===== src/sv/acb64_pkg.sv =====
// Shared types, constants and functions of the address record encoder.
`default_nettype none
package acb64_pkg;

   // CRC-16/XMODEM generator polynomial.
   localparam logic [15:0] CRC_POLY = 16'h1021;

   // Tag byte values and the testnet flag.
   localparam logic [7:0] TAG_BOUNCE    = 8'h11;
   localparam logic [7:0] TAG_NONBOUNCE = 8'h51;
   localparam logic [7:0] TAG_TESTNET   = 8'h80;

   // Workchain byte values.
   localparam logic [7:0] CHAIN_BASE  = 8'h00;
   localparam logic [7:0] CHAIN_OTHER = 8'hff;

   // Position of the last hash byte of an address.
   localparam logic [4:0] HASH_LAST = 5'd31;

   // Configuration register indexes.
   localparam logic [1:0] CSR_BOUNCEABLE   = 2'd0;
   localparam logic [1:0] CSR_TESTNET_ONLY = 2'd1;
   localparam logic [1:0] CSR_OTHER_CHAIN  = 2'd2;

   // Place of a hash byte inside a group of three hash bytes.
   typedef enum logic [1:0] {
      PHASE_FIRST  = 2'd0,
      PHASE_SECOND = 2'd1,
      PHASE_THIRD  = 2'd2
   } phase_type;

   // Four characters of one base64 group.
   typedef struct packed {
      logic [6:0] char_a;
      logic [6:0] char_b;
      logic [6:0] char_c;
      logic [6:0] char_d;
   } chars_type;

   // One byte of CRC-16/XMODEM, MSB first, eight unrolled bit steps.
   function automatic logic [15:0] crc_byte(input logic [15:0] crc, input logic [7:0] b);
      logic [15:0] c;
      c = crc ^ {b, 8'h00};
      for (int i = 0; i < 8; i++) begin
         if (c[15]) begin
            c = {c[14:0], 1'b0} ^ CRC_POLY;
         end else begin
            c = {c[14:0], 1'b0};
         end
      end
      return c;
   endfunction

   // Standard base64 alphabet as ASCII.
   function automatic logic [6:0] b64_char(input logic [5:0] v);
      logic [6:0] w;
      logic [6:0] c;
      w = {1'b0, v};
      if (v < 6'd26) begin
         c = w + 7'h41;
      end else if (v < 6'd52) begin
         c = w + 7'h47;
      end else if (v < 6'd62) begin
         c = w - 7'd4;
      end else if (v == 6'd62) begin
         c = 7'h2b;
      end else begin
         c = 7'h2f;
      end
      return c;
   endfunction

endpackage
`default_nettype wire


===== src/sv/acb64_if.sv =====
// Valid/ready channel interfaces for hash bytes and base64 groups.
`default_nettype none
interface acb64_req_if;
   logic       valid;
   logic       ready;
   logic [7:0] hash_byte;

   modport source (output valid, output hash_byte, input ready);
   modport sink   (input valid, input hash_byte, output ready);
endinterface

interface acb64_rsp_if;
   logic       valid;
   logic       ready;
   logic [6:0] char_a;
   logic [6:0] char_b;
   logic [6:0] char_c;
   logic [6:0] char_d;
   logic       final_group;

   modport source (output valid, output char_a, output char_b, output char_c,
                   output char_d, output final_group, input ready);
   modport sink   (input valid, input char_a, input char_b, input char_c,
                   input char_d, input final_group, output ready);
endinterface
`default_nettype wire


===== src/sv/acb64_group_enc.sv =====
// Maps one 3-byte record group to its four base64 characters.
`default_nettype none
module acb64_group_enc
   import acb64_pkg::*;
(
   input  wire logic [23:0] group_word,
   output chars_type        group_chars
);

   // Split into four sextets, most significant first.
   always_comb begin
      group_chars.char_a = b64_char(group_word[23:18]);
      group_chars.char_b = b64_char(group_word[17:12]);
      group_chars.char_c = b64_char(group_word[11:6]);
      group_chars.char_d = b64_char(group_word[5:0]);
   end

endmodule
`default_nettype wire


===== src/sv/address_crc16_base64_encoder_top.sv =====
// Top level of the address record encoder: framing, CRC-16 and base64 output.
//
// Usage: feed the 32 bytes of an account hash, first byte first, one beat per
// byte on req_chan. The block frames them with a tag byte and a workchain byte
// taken from the csr_ registers, appends a big-endian CRC-16/XMODEM over the
// first 34 record bytes, and returns the 36-byte record as base64 on rsp_chan:
// one beat of four characters per 3-byte group, twelve beats per address, the
// last one flagged by final_group. Hash bytes that do not close a group give
// no beat.
// Throughput is one hash byte per cycle while the receiver keeps up. A byte
// is held in an input register, then one pass of logic (one unrolled CRC byte
// step and the base64 table) fills the result register, from which the beat is
// presented on rsp_chan. The tag, workchain byte and their CRC seed are
// re-registered from the csr_ registers each cycle, so configuration must be
// written while idle; the block itself does not enforce it.
// When the receiver stalls, a full result register blocks only bytes that
// close a group; other bytes keep flowing until one needs the output.
// Synchronous reset clears the byte position, CRC, open group and both valid
// flags, and loads the register defaults (bounceable set, others clear).
`default_nettype none
module address_crc16_base64_encoder_top
   import acb64_pkg::*;
(
   input  wire logic       clock,
   input  wire logic       reset,
   acb64_req_if.sink       req_chan,
   acb64_rsp_if.source     rsp_chan,
   input  wire logic       csr_write_enable,
   input  wire logic [1:0] csr_index,
   input  wire logic       csr_write_data
);

   // Configuration registers.
   logic bounceable_ff;
   logic testnet_only_ff;
   logic other_chain_ff;

   // Derived framing bytes and the CRC after tag and workchain.
   logic [7:0]  tag_ff;
   logic [7:0]  chain_ff;
   logic [15:0] seed_ff;
   logic [7:0]  tag_in;
   logic [7:0]  chain_in;

   // Input register.
   logic       s1_valid_ff;
   logic [7:0] s1_byte_ff;
   logic       s1_adv;

   // Record state.
   logic [4:0]  pos_ff;
   logic [4:0]  pos_in;
   logic [15:0] crc_ff;
   logic [15:0] crc_in;
   logic [15:0] pend_ff;
   logic [15:0] pend_in;
   phase_type   phase_ff;
   phase_type   phase_in;

   // Group logic.
   logic        is_first;
   logic        is_last;
   logic        closes;
   logic [15:0] crc_new;
   logic [23:0] group_word;
   chars_type   group_chars;

   // Result register.
   logic      out_valid_ff;
   chars_type out_chars_ff;
   logic      out_final_ff;

   // Configuration writes; unknown indexes are ignored.
   always_ff @(posedge clock) begin
      if (reset) begin
         bounceable_ff   <= 1'b1;
         testnet_only_ff <= 1'b0;
         other_chain_ff  <= 1'b0;
      end else if (csr_write_enable) begin
         unique case (csr_index)
            CSR_BOUNCEABLE:   bounceable_ff   <= csr_write_data;
            CSR_TESTNET_ONLY: testnet_only_ff <= csr_write_data;
            CSR_OTHER_CHAIN:  other_chain_ff  <= csr_write_data;
            default: ;
         endcase
      end
   end

   // Framing bytes and CRC seed follow the registers in the next cycle.
   always_comb begin
      tag_in   = (bounceable_ff ? TAG_BOUNCE : TAG_NONBOUNCE)
                 | (testnet_only_ff ? TAG_TESTNET : 8'h00);
      chain_in = other_chain_ff ? CHAIN_OTHER : CHAIN_BASE;
   end

   always_ff @(posedge clock) begin
      tag_ff   <= tag_in;
      chain_ff <= chain_in;
      seed_ff  <= crc_byte(crc_byte(16'h0000, tag_in), chain_in);
   end

   // Group decode and the single CRC byte step.
   always_comb begin
      is_first = (pos_ff == 5'd0);
      is_last  = (pos_ff == HASH_LAST);
      closes   = is_first || is_last || (phase_ff == PHASE_THIRD);
      crc_new  = crc_byte(is_first ? seed_ff : crc_ff, s1_byte_ff);
      priority if (is_first) begin
         group_word = {tag_ff, chain_ff, s1_byte_ff};
      end else if (is_last) begin
         group_word = {s1_byte_ff, crc_new};
      end else begin
         group_word = {pend_ff, s1_byte_ff};
      end
   end

   acb64_group_enc u_group_enc (
      .group_word  (group_word),
      .group_chars (group_chars)
   );

   // A byte moves on unless it closes a group and the result register is stuck.
   assign s1_adv       = s1_valid_ff && (!closes || !out_valid_ff || rsp_chan.ready);
   assign req_chan.ready = !s1_valid_ff || s1_adv;

   // Input register.
   always_ff @(posedge clock) begin
      if (reset) begin
         s1_valid_ff <= 1'b0;
      end else if (req_chan.ready) begin
         s1_valid_ff <= req_chan.valid;
      end
      if (req_chan.ready && req_chan.valid) begin
         s1_byte_ff <= req_chan.hash_byte;
      end
   end

   // Next record state.
   always_comb begin
      pos_in   = pos_ff + 5'd1;
      crc_in   = crc_new;
      pend_in  = 16'h0000;
      phase_in = PHASE_FIRST;
      priority if (is_last) begin
         pos_in = 5'd0;
         crc_in = 16'h0000;
      end else if (!is_first) begin
         unique case (phase_ff)
            PHASE_FIRST: begin
               pend_in  = {s1_byte_ff, 8'h00};
               phase_in = PHASE_SECOND;
            end
            PHASE_SECOND: begin
               pend_in  = {pend_ff[15:8], s1_byte_ff};
               phase_in = PHASE_THIRD;
            end
            default: begin
               pend_in  = 16'h0000;
               phase_in = PHASE_FIRST;
            end
         endcase
      end
   end

   always_ff @(posedge clock) begin
      if (reset) begin
         pos_ff   <= 5'd0;
         crc_ff   <= 16'h0000;
         pend_ff  <= 16'h0000;
         phase_ff <= PHASE_FIRST;
      end else if (s1_adv) begin
         pos_ff   <= pos_in;
         crc_ff   <= crc_in;
         pend_ff  <= pend_in;
         phase_ff <= phase_in;
      end
   end

   // Result register.
   always_ff @(posedge clock) begin
      if (reset) begin
         out_valid_ff <= 1'b0;
      end else if (s1_adv && closes) begin
         out_valid_ff <= 1'b1;
      end else if (rsp_chan.ready) begin
         out_valid_ff <= 1'b0;
      end
      if (s1_adv && closes) begin
         out_chars_ff <= group_chars;
         out_final_ff <= is_last;
      end
   end

   assign rsp_chan.valid       = out_valid_ff;
   assign rsp_chan.char_a      = out_chars_ff.char_a;
   assign rsp_chan.char_b      = out_chars_ff.char_b;
   assign rsp_chan.char_c      = out_chars_ff.char_c;
   assign rsp_chan.char_d      = out_chars_ff.char_d;
   assign rsp_chan.final_group = out_final_ff;

endmodule
`default_nettype wire

===== src/flat_wrapper.sv =====
// flat-port wrapper written by rule: the top's interface ports become plain ports
module address_crc16_base64_encoder_top_flat import acb64_pkg::*;
  (clock, reset, csr_write_enable, csr_index, csr_write_data, req_chan_valid, req_chan_hash_byte, req_chan_ready, rsp_chan_valid, rsp_chan_char_a, rsp_chan_char_b, rsp_chan_char_c, rsp_chan_char_d, rsp_chan_final_group, rsp_chan_ready);
  acb64_req_if req_chan_i ();
  acb64_rsp_if rsp_chan_i ();
  input  wire logic clock;
  input  wire logic reset;
  input  wire logic csr_write_enable;
  input  wire logic [1:0] csr_index;
  input  wire logic csr_write_data;
  input wire logic [$bits(req_chan_i.valid)-1:0] req_chan_valid;
  input wire logic [$bits(req_chan_i.hash_byte)-1:0] req_chan_hash_byte;
  output wire logic [$bits(req_chan_i.ready)-1:0] req_chan_ready;
  output wire logic [$bits(rsp_chan_i.valid)-1:0] rsp_chan_valid;
  output wire logic [$bits(rsp_chan_i.char_a)-1:0] rsp_chan_char_a;
  output wire logic [$bits(rsp_chan_i.char_b)-1:0] rsp_chan_char_b;
  output wire logic [$bits(rsp_chan_i.char_c)-1:0] rsp_chan_char_c;
  output wire logic [$bits(rsp_chan_i.char_d)-1:0] rsp_chan_char_d;
  output wire logic [$bits(rsp_chan_i.final_group)-1:0] rsp_chan_final_group;
  input wire logic [$bits(rsp_chan_i.ready)-1:0] rsp_chan_ready;
  assign req_chan_i.valid = req_chan_valid;
  assign req_chan_i.hash_byte = req_chan_hash_byte;
  assign req_chan_ready = req_chan_i.ready;
  assign rsp_chan_valid = rsp_chan_i.valid;
  assign rsp_chan_char_a = rsp_chan_i.char_a;
  assign rsp_chan_char_b = rsp_chan_i.char_b;
  assign rsp_chan_char_c = rsp_chan_i.char_c;
  assign rsp_chan_char_d = rsp_chan_i.char_d;
  assign rsp_chan_final_group = rsp_chan_i.final_group;
  assign rsp_chan_i.ready = rsp_chan_ready;
  address_crc16_base64_encoder_top u_core (.clock(clock), .reset(reset), .req_chan(req_chan_i), .rsp_chan(rsp_chan_i), .csr_write_enable(csr_write_enable), .csr_index(csr_index), .csr_write_data(csr_write_data));
endmodule

===== config.mk =====
export PLATFORM = sky130hd
export DESIGN_NAME = address_crc16_base64_encoder_top_flat
export DESIGN_NICKNAME = d
export VERILOG_FILES = /design/src/sv/acb64_pkg.sv /design/src/sv/acb64_if.sv /design/src/sv/acb64_group_enc.sv /design/src/sv/address_crc16_base64_encoder_top.sv /design/src/flat_wrapper.sv
export SDC_FILE = /design/constraint.sdc
export NUM_CORES = 1
export LEC_CHECK = 0
export ABC_AREA = 0
export BUFFER_PORTS_ARGS = -buffer_cell sky130_fd_sc_hd__buf_4
export CORE_MARGIN = 1
export CORE_UTILIZATION = 50
export CTS_BUF_LIST = sky130_fd_sc_hd__clkbuf_8 sky130_fd_sc_hd__clkbuf_16
export DETAILED_ROUTE_END_ITERATION = 12
export GPL_TIMING_DRIVEN = 0
export HOLD_SLACK_MARGIN = 0.03
export PLACE_DENSITY = 0.71
export SLEW_MARGIN = 20
export SYNTH_ARGS = -nofsm -noshare
export SYNTH_HDL_FRONTEND = slang
export SYNTH_SLANG_ARGS = --single-unit

===== constraint.sdc =====
create_clock -name clock -period 3.9 [get_ports clock]
set_input_delay 0.39 -clock clock [delete_from_list [all_inputs] [get_ports clock]]
set_output_delay 0.39 -clock clock [all_outputs]
set_load 0.1 [all_outputs]

After elaboration in Yosys (flattened, before gate mapping)
Cells that the tools add are included.
{"block": "word_totals", "regBits": 113, "latchBits": 0, "ram_bits": 0, "rom_bits": 0, "inputBits": 16, "memories": 0}
{"block": "classes", "addsub": 13, "multipliers": 0, "div": 0, "n_lt_le_gt_ge": 12, "eq_ne": 10, "shift": 0, "n_mux": 56, "n_bitwise": 27, "n_reduce_logical": 19}
{"operator": "$mux 13", "count": 24}
{"operator": "$mux 7", "count": 13}
{"operator": "$not 3->3", "count": 24}
{"operator": "$mux 16", "count": 4}
{"operator": "$add 6x7->7 const B", "count": 8}
{"operator": "$lt 6x6->1 const B", "count": 8}
{"operator": "$mux 24", "count": 2}
{"operator": "$pmux 16 s2", "count": 1}
{"operator": "$xor 16x16->16", "count": 2}
{"operator": "$sub 6x3->7 const B", "count": 4}
{"operator": "$eq 6x6->1 const B", "count": 4}
{"operator": "$lt 6x5->1 const B", "count": 4}
{"operator": "$mux 8", "count": 2}
{"operator": "$mux 3", "count": 4}
{"operator": "$or 7x8->8", "count": 1}
{"operator": "$reduce_and 2->1", "count": 4}
{"operator": "$add 5x1->5 const B", "count": 1}
{"operator": "$eq 5x5->1 const B", "count": 1}
{"operator": "$logic_not 5->1", "count": 1}
{"operator": "$logic_or 1x1->1", "count": 5}
{"operator": "$mux 5", "count": 1}
{"operator": "$eq 2x1->1 const B", "count": 2}
{"operator": "$eq 2x2->1 const B", "count": 2}
{"operator": "$logic_not 2->1", "count": 2}
{"operator": "other kinds (7)", "count": 13}

Longest topological paths before layout
{"block": "logic_depth", "ltp_word": 35, "ltp_mapped": 18, "mapped_depth_nobuf": 15}

By module
From an unflattened synthesis, not the netlist that was laid out.
{"block": "unflattened", "hier_cells": 606, "area_unflattened_um2": 5570.3}
{"mod": "address_crc16_base64_encoder_top", "n_inst": 1, "cells_each": 385, "area_each_um2": 4159.0, "seq_area_each_um2": 2232.1}
{"mod": "acb64_group_enc", "n_inst": 1, "cells_each": 221, "area_each_um2": 1411.4, "seq_area_each_um2": 0.0}

Least setup slack after synthesis
Ideal clock, no wire load.
{"block": "synth_path", "path_kind": "reg-to-reg", "from": "register u_core.pos_ff[0]", "to": "register u_core.out_chars_ff, in the netlist u_core.rsp_chan.char_c[3], data pin", "setup_ps": 272, "arrival_ps": 3570, "required_time_ps": 3628, "path_slack_ps": 58, "stages_incl_launch_ff": 17, "n_path_buf": 4, "path_cell_list": "dfxtp_1 > ha_1 > and3_1 > ha_1 > clkbuf_1 > clkbuf_1 > buf_1 > nand3_1 > mux2_2 > nand3_1 > inv_1 > ha_1 > or3_1 > clkbuf_1 > and3b_1 > o21ai_1 > o221ai_1"}
{"item": "from (decl)", "line_no": "address_crc16_base64_encoder_top.sv:51", "rtl": "logic [4:0] pos_ff;"}
{"item": "from (signal assigned)", "line_no": "address_crc16_base64_encoder_top.sv:172", "rtl": "pos_ff <= pos_in;"}
{"item": "to (signal assigned)", "line_no": "address_crc16_base64_encoder_top.sv:189", "rtl": "out_chars_ff <= group_chars;"}
{"item": "to (decl)", "line_no": "address_crc16_base64_encoder_top.sv:70", "rtl": "chars_type out_chars_ff;"}

==> out/results.ini <==
[run_status]
outcome = finished, final reports clean

[sta]
rsz0062_at_grt = no
worst_clock_skew_ns = 0.005020
finalMaxSlewViolations = 0
setup_viol = 0
slew_headroom_pct = 42.91
post-route-period-util_pct = 96.87
period_needed_ns = 3.778
setup-tns-final_ns = 0
fmax_mhz = 264.7
hold_violations = 0
fin_ws_ns = 0.1221
worst_slew_pin_slew_ns = 0.8485

[critical_path]
start_kind = register
critPathRequiredTime_ns = 3.98
critPathKind = reg2reg
reg2reg_depth = 15
cp-end-kind = register
crit_fanout = 10
arrival_ns = 3.86

[yosys]
syn_avg_cell_area_um2 = 9.177
synth_area_leaders = dfxtp_1 (20%), edfxtp_1 (19%), ha_1 (5.0%)
synth_edf_count = 37
ys_ff_latch = 94
synth_cell_types = 68
yosysTopAreaCellShare_pct = 19.93
syn_inst = 624
yosysTopAreaCell = dfxtp_1
ys_warn_count = 0
synth_flop_cell = dfxtp_1
synth-async-reset-ratio_pct = 0
ys_seq_area_share_pct = 39.33
synth_area_um2 = 5727

[drt]
vias = 4857
wl_mm = 14.41
vias_per_cell = 5.824
routedWlPerCell_um = 17.27
ant_nets = 0
drc = 0
dr.pass1.iters = 5
drt_iter0_markers = 344

[cells_and_area]
final_cells = 834
area_delta_synth_final_pct = 17.24
n_antenna_cell = 0
drive_above_1_share_pct = 17.00
final_nets = 728
final_core_util_pct = 61.13

[cts]
cts_root_buf = clkbuf_16
clock-sinks = 94
tritoncts = built
clk_path_buf_depth = 2
path_clk_slew_ns = 0.07
cts_max_level = 3
ctsHoldBuffers = 0
insertion_delay_ns = 0.35
cts_buffers = 9

[global_route]
grt_pass1_wl_mm = 23.04
grt_pass1_vias = 4626
antenna_found_initial = 0
grt_use_total_pct = 25.72
grt_max_degree = 30
grt_overflow = 0

[die]
die_h_um = 109.0
core_area_um2 = 10980
fp.dieArea_um2 = 11890
die_width_um = 109.0
boundaryPins = 47
row_count = 38
start_util_pct = 52.14

[min_path]
worst_hold_path_type = in2reg
min_path_cells = 1

[placed_design]
dp_slack_ns = -0.8433
io_buffers = 46
place.gp.congestion = 0.8902
place_hpwl_mm = 10.19
dp.cells = 811

[power]
p_per_area_nw_per_um2 = 403.7
peakVddDrop_mv = 0.2856
leakage_nw = 2.661
power.total_mw = 2.711

[job]
cap_viol_max_count = 0

-- cell usage in the layout (no fill, tap or decap), types with 4 or more instances in the layout --
master,Yosys,routed
nand2_1,53,53
buf_4,2,59
o221ai_1,4,4
a22oi_1,14,14
xnor2_1,32,32
nor2b_1,5,5
edfxtp_1,37,37
buf_2,4,4
nor3_1,11,11
a21oi_1,47,46
nand3_1,16,15
nor2_1,62,61
o21ai_0,19,18
or3_1,6,5
ha_1,23,21
clkbuf_16,0,9
o21ai_1,8,7
mux2i_1,24,23
mux2_2,7,7
inv_1,33,33
a22o_1,6,6
dfxtp_1,57,57
o2111ai_1,4,4
a211oi_1,5,5
a21o_1,5,5
clkbuf_1,25,18
o21a_1,5,5
xor2_1,20,18
xor3_1,4,4
a31oi_1,15,15
-- layout make-up --
| cell class | count | area (um2) |
|---|---|---|
| multi-input cells | 461 | 3304 |
| well taps | 140 | 175.2 |
| repair buffers | 56 | 420.4 |
| flip-flops and latches | 94 | 2252 |
| plain buffers | 31 | 143.9 |
| clock buffers | 9 | 225.2 |
| inverters | 36 | 135.1 |
| clock inverters | 7 | 57.56 |
| fillers | 953 | 4269 |
-- state kept, by name (all words and copies together) (netlist names) --
| name | flops |
|---|---|
| u_core.crc_ff | 16 |
| u_core.pend_ff | 16 |
| u_core.seed_ff | 11 |
| u_core.s1_byte_ff | 8 |
| u_core.rsp_chan.char_a | 7 |
| u_core.rsp_chan.char_b | 7 |
| u_core.rsp_chan.char_c | 7 |
| u_core.rsp_chan.char_d | 7 |
| u_core.pos_ff | 5 |
| u_core.phase_ff | 2 |
| u_core.tag_ff | 2 |
| u_core.bounceable_ff | 1 |
| u_core.other_chain_ff | 1 |
| u_core.rsp_chan.final_group | 1 |
| u_core.rsp_chan.valid | 1 |
| u_core.s1_valid_ff | 1 |
| u_core.testnet_only_ff | 1 |
-- cells by family (layout without fill, tap and decap cells) --
kind of cell | count (synthesis) | count (layout) | synth area share (%)
DFF | 94 | 94 | 39.33
xor gates and xnor gates | 61 | 61 | 11.45
AOI/OAI and AO/OA | 160 | 160 | 18.44
muxes | 33 | 33 | 6.161
adders and majority gates | 23 | 23 | 5.025
buffers and inverters | 70 | 139 | 4.807
and+or+nand+nor | 182 | 182 | 14.73
other | 1 | 2 | 0.06548
-- worst max-delay path: stages (launching register included) --
cell and delay, ns:
dfxtp_1 0.40, ha_1 0.22, and3_1 0.25, ha_4 0.23
inv_1 0.12, clkbuf_4 0.24, or3_1 0.36, mux2_2 0.30
nand3_4 0.14, inv_1 0.06, ha_1 0.24, or3_4 0.46
nand2_1 0.11, nand2_1 0.06, a31oi_1 0.15, o22ai_1 0.15
-- timing repair --
item / 4_1_cts / 5_1_grt
buffers inserted: 3 / 7
pin swaps: 0 / 2
gates resized for setup: 13 / 17
endpoints found under the setup margin: 24 / 20
-- through the flow --
stage	instance area [um2]	hold slack [ns]
after detailed placement	6252	0.4017
after global placement	6251	0.4013
after CTS	6601	0.1996
after floorplan	5731	0.3851
after global routing	6714	0.1976
final	6714	0.2093
-- power breakdown --
part           total [mW]  leakage [nW]  switching, mW  internal, mW
registers            1.13         0.800         0.0428          1.09
logic               0.734          1.73          0.465         0.269
clock network       0.848         0.134          0.406         0.441
-- cells in the mapped netlist (all sizes together), types with 4 or more instances --
master / count
nand2: 53
or3: 6
xor2: 20
a21oi: 47
o21ai: 27
nand3: 16
and2: 4
a211oi: 5
inv: 36
o21a: 5
a22o: 6
mux2i: 25
ha: 23
nor2b: 5
a22oi: 14
a31oi: 15
a21o: 5
clkbuf: 25
mux2: 8
o211ai: 4
o2111ai: 4
xor3: 4
xnor2: 35
dfxtp: 57
nor2: 62
nor3: 11
or2: 4
buf: 9
o221ai: 5
edfxtp: 37
-- per-layer routing --
layer / share of wire, % / up-vias / track usage [%]
met4: 2.7 / 0 / 12.93
met1: 44 / 2296 / 32.21
met2: 47 / 164 / 41.60
met3: 6.3 / 32 / 5.678
met5: 0 / - / 0
li1: - / 2365 / -
-- final timing paths --
path / slack, ns / startpoint / to
max: 0.12 / u_core.pos_ff[1] / u_core.rsp_chan.char_c[2]
min: 0.21 / req_chan_hash_byte[4] / u_core.s1_byte_ff[4]
max reg2reg: 0.12 / u_core.pos_ff[1] / u_core.rsp_chan.char_c[2]
min reg2reg: 0.41 / u_core.other_chain_ff / u_core.seed_ff[5]
(Power assumes the default switching activity.)
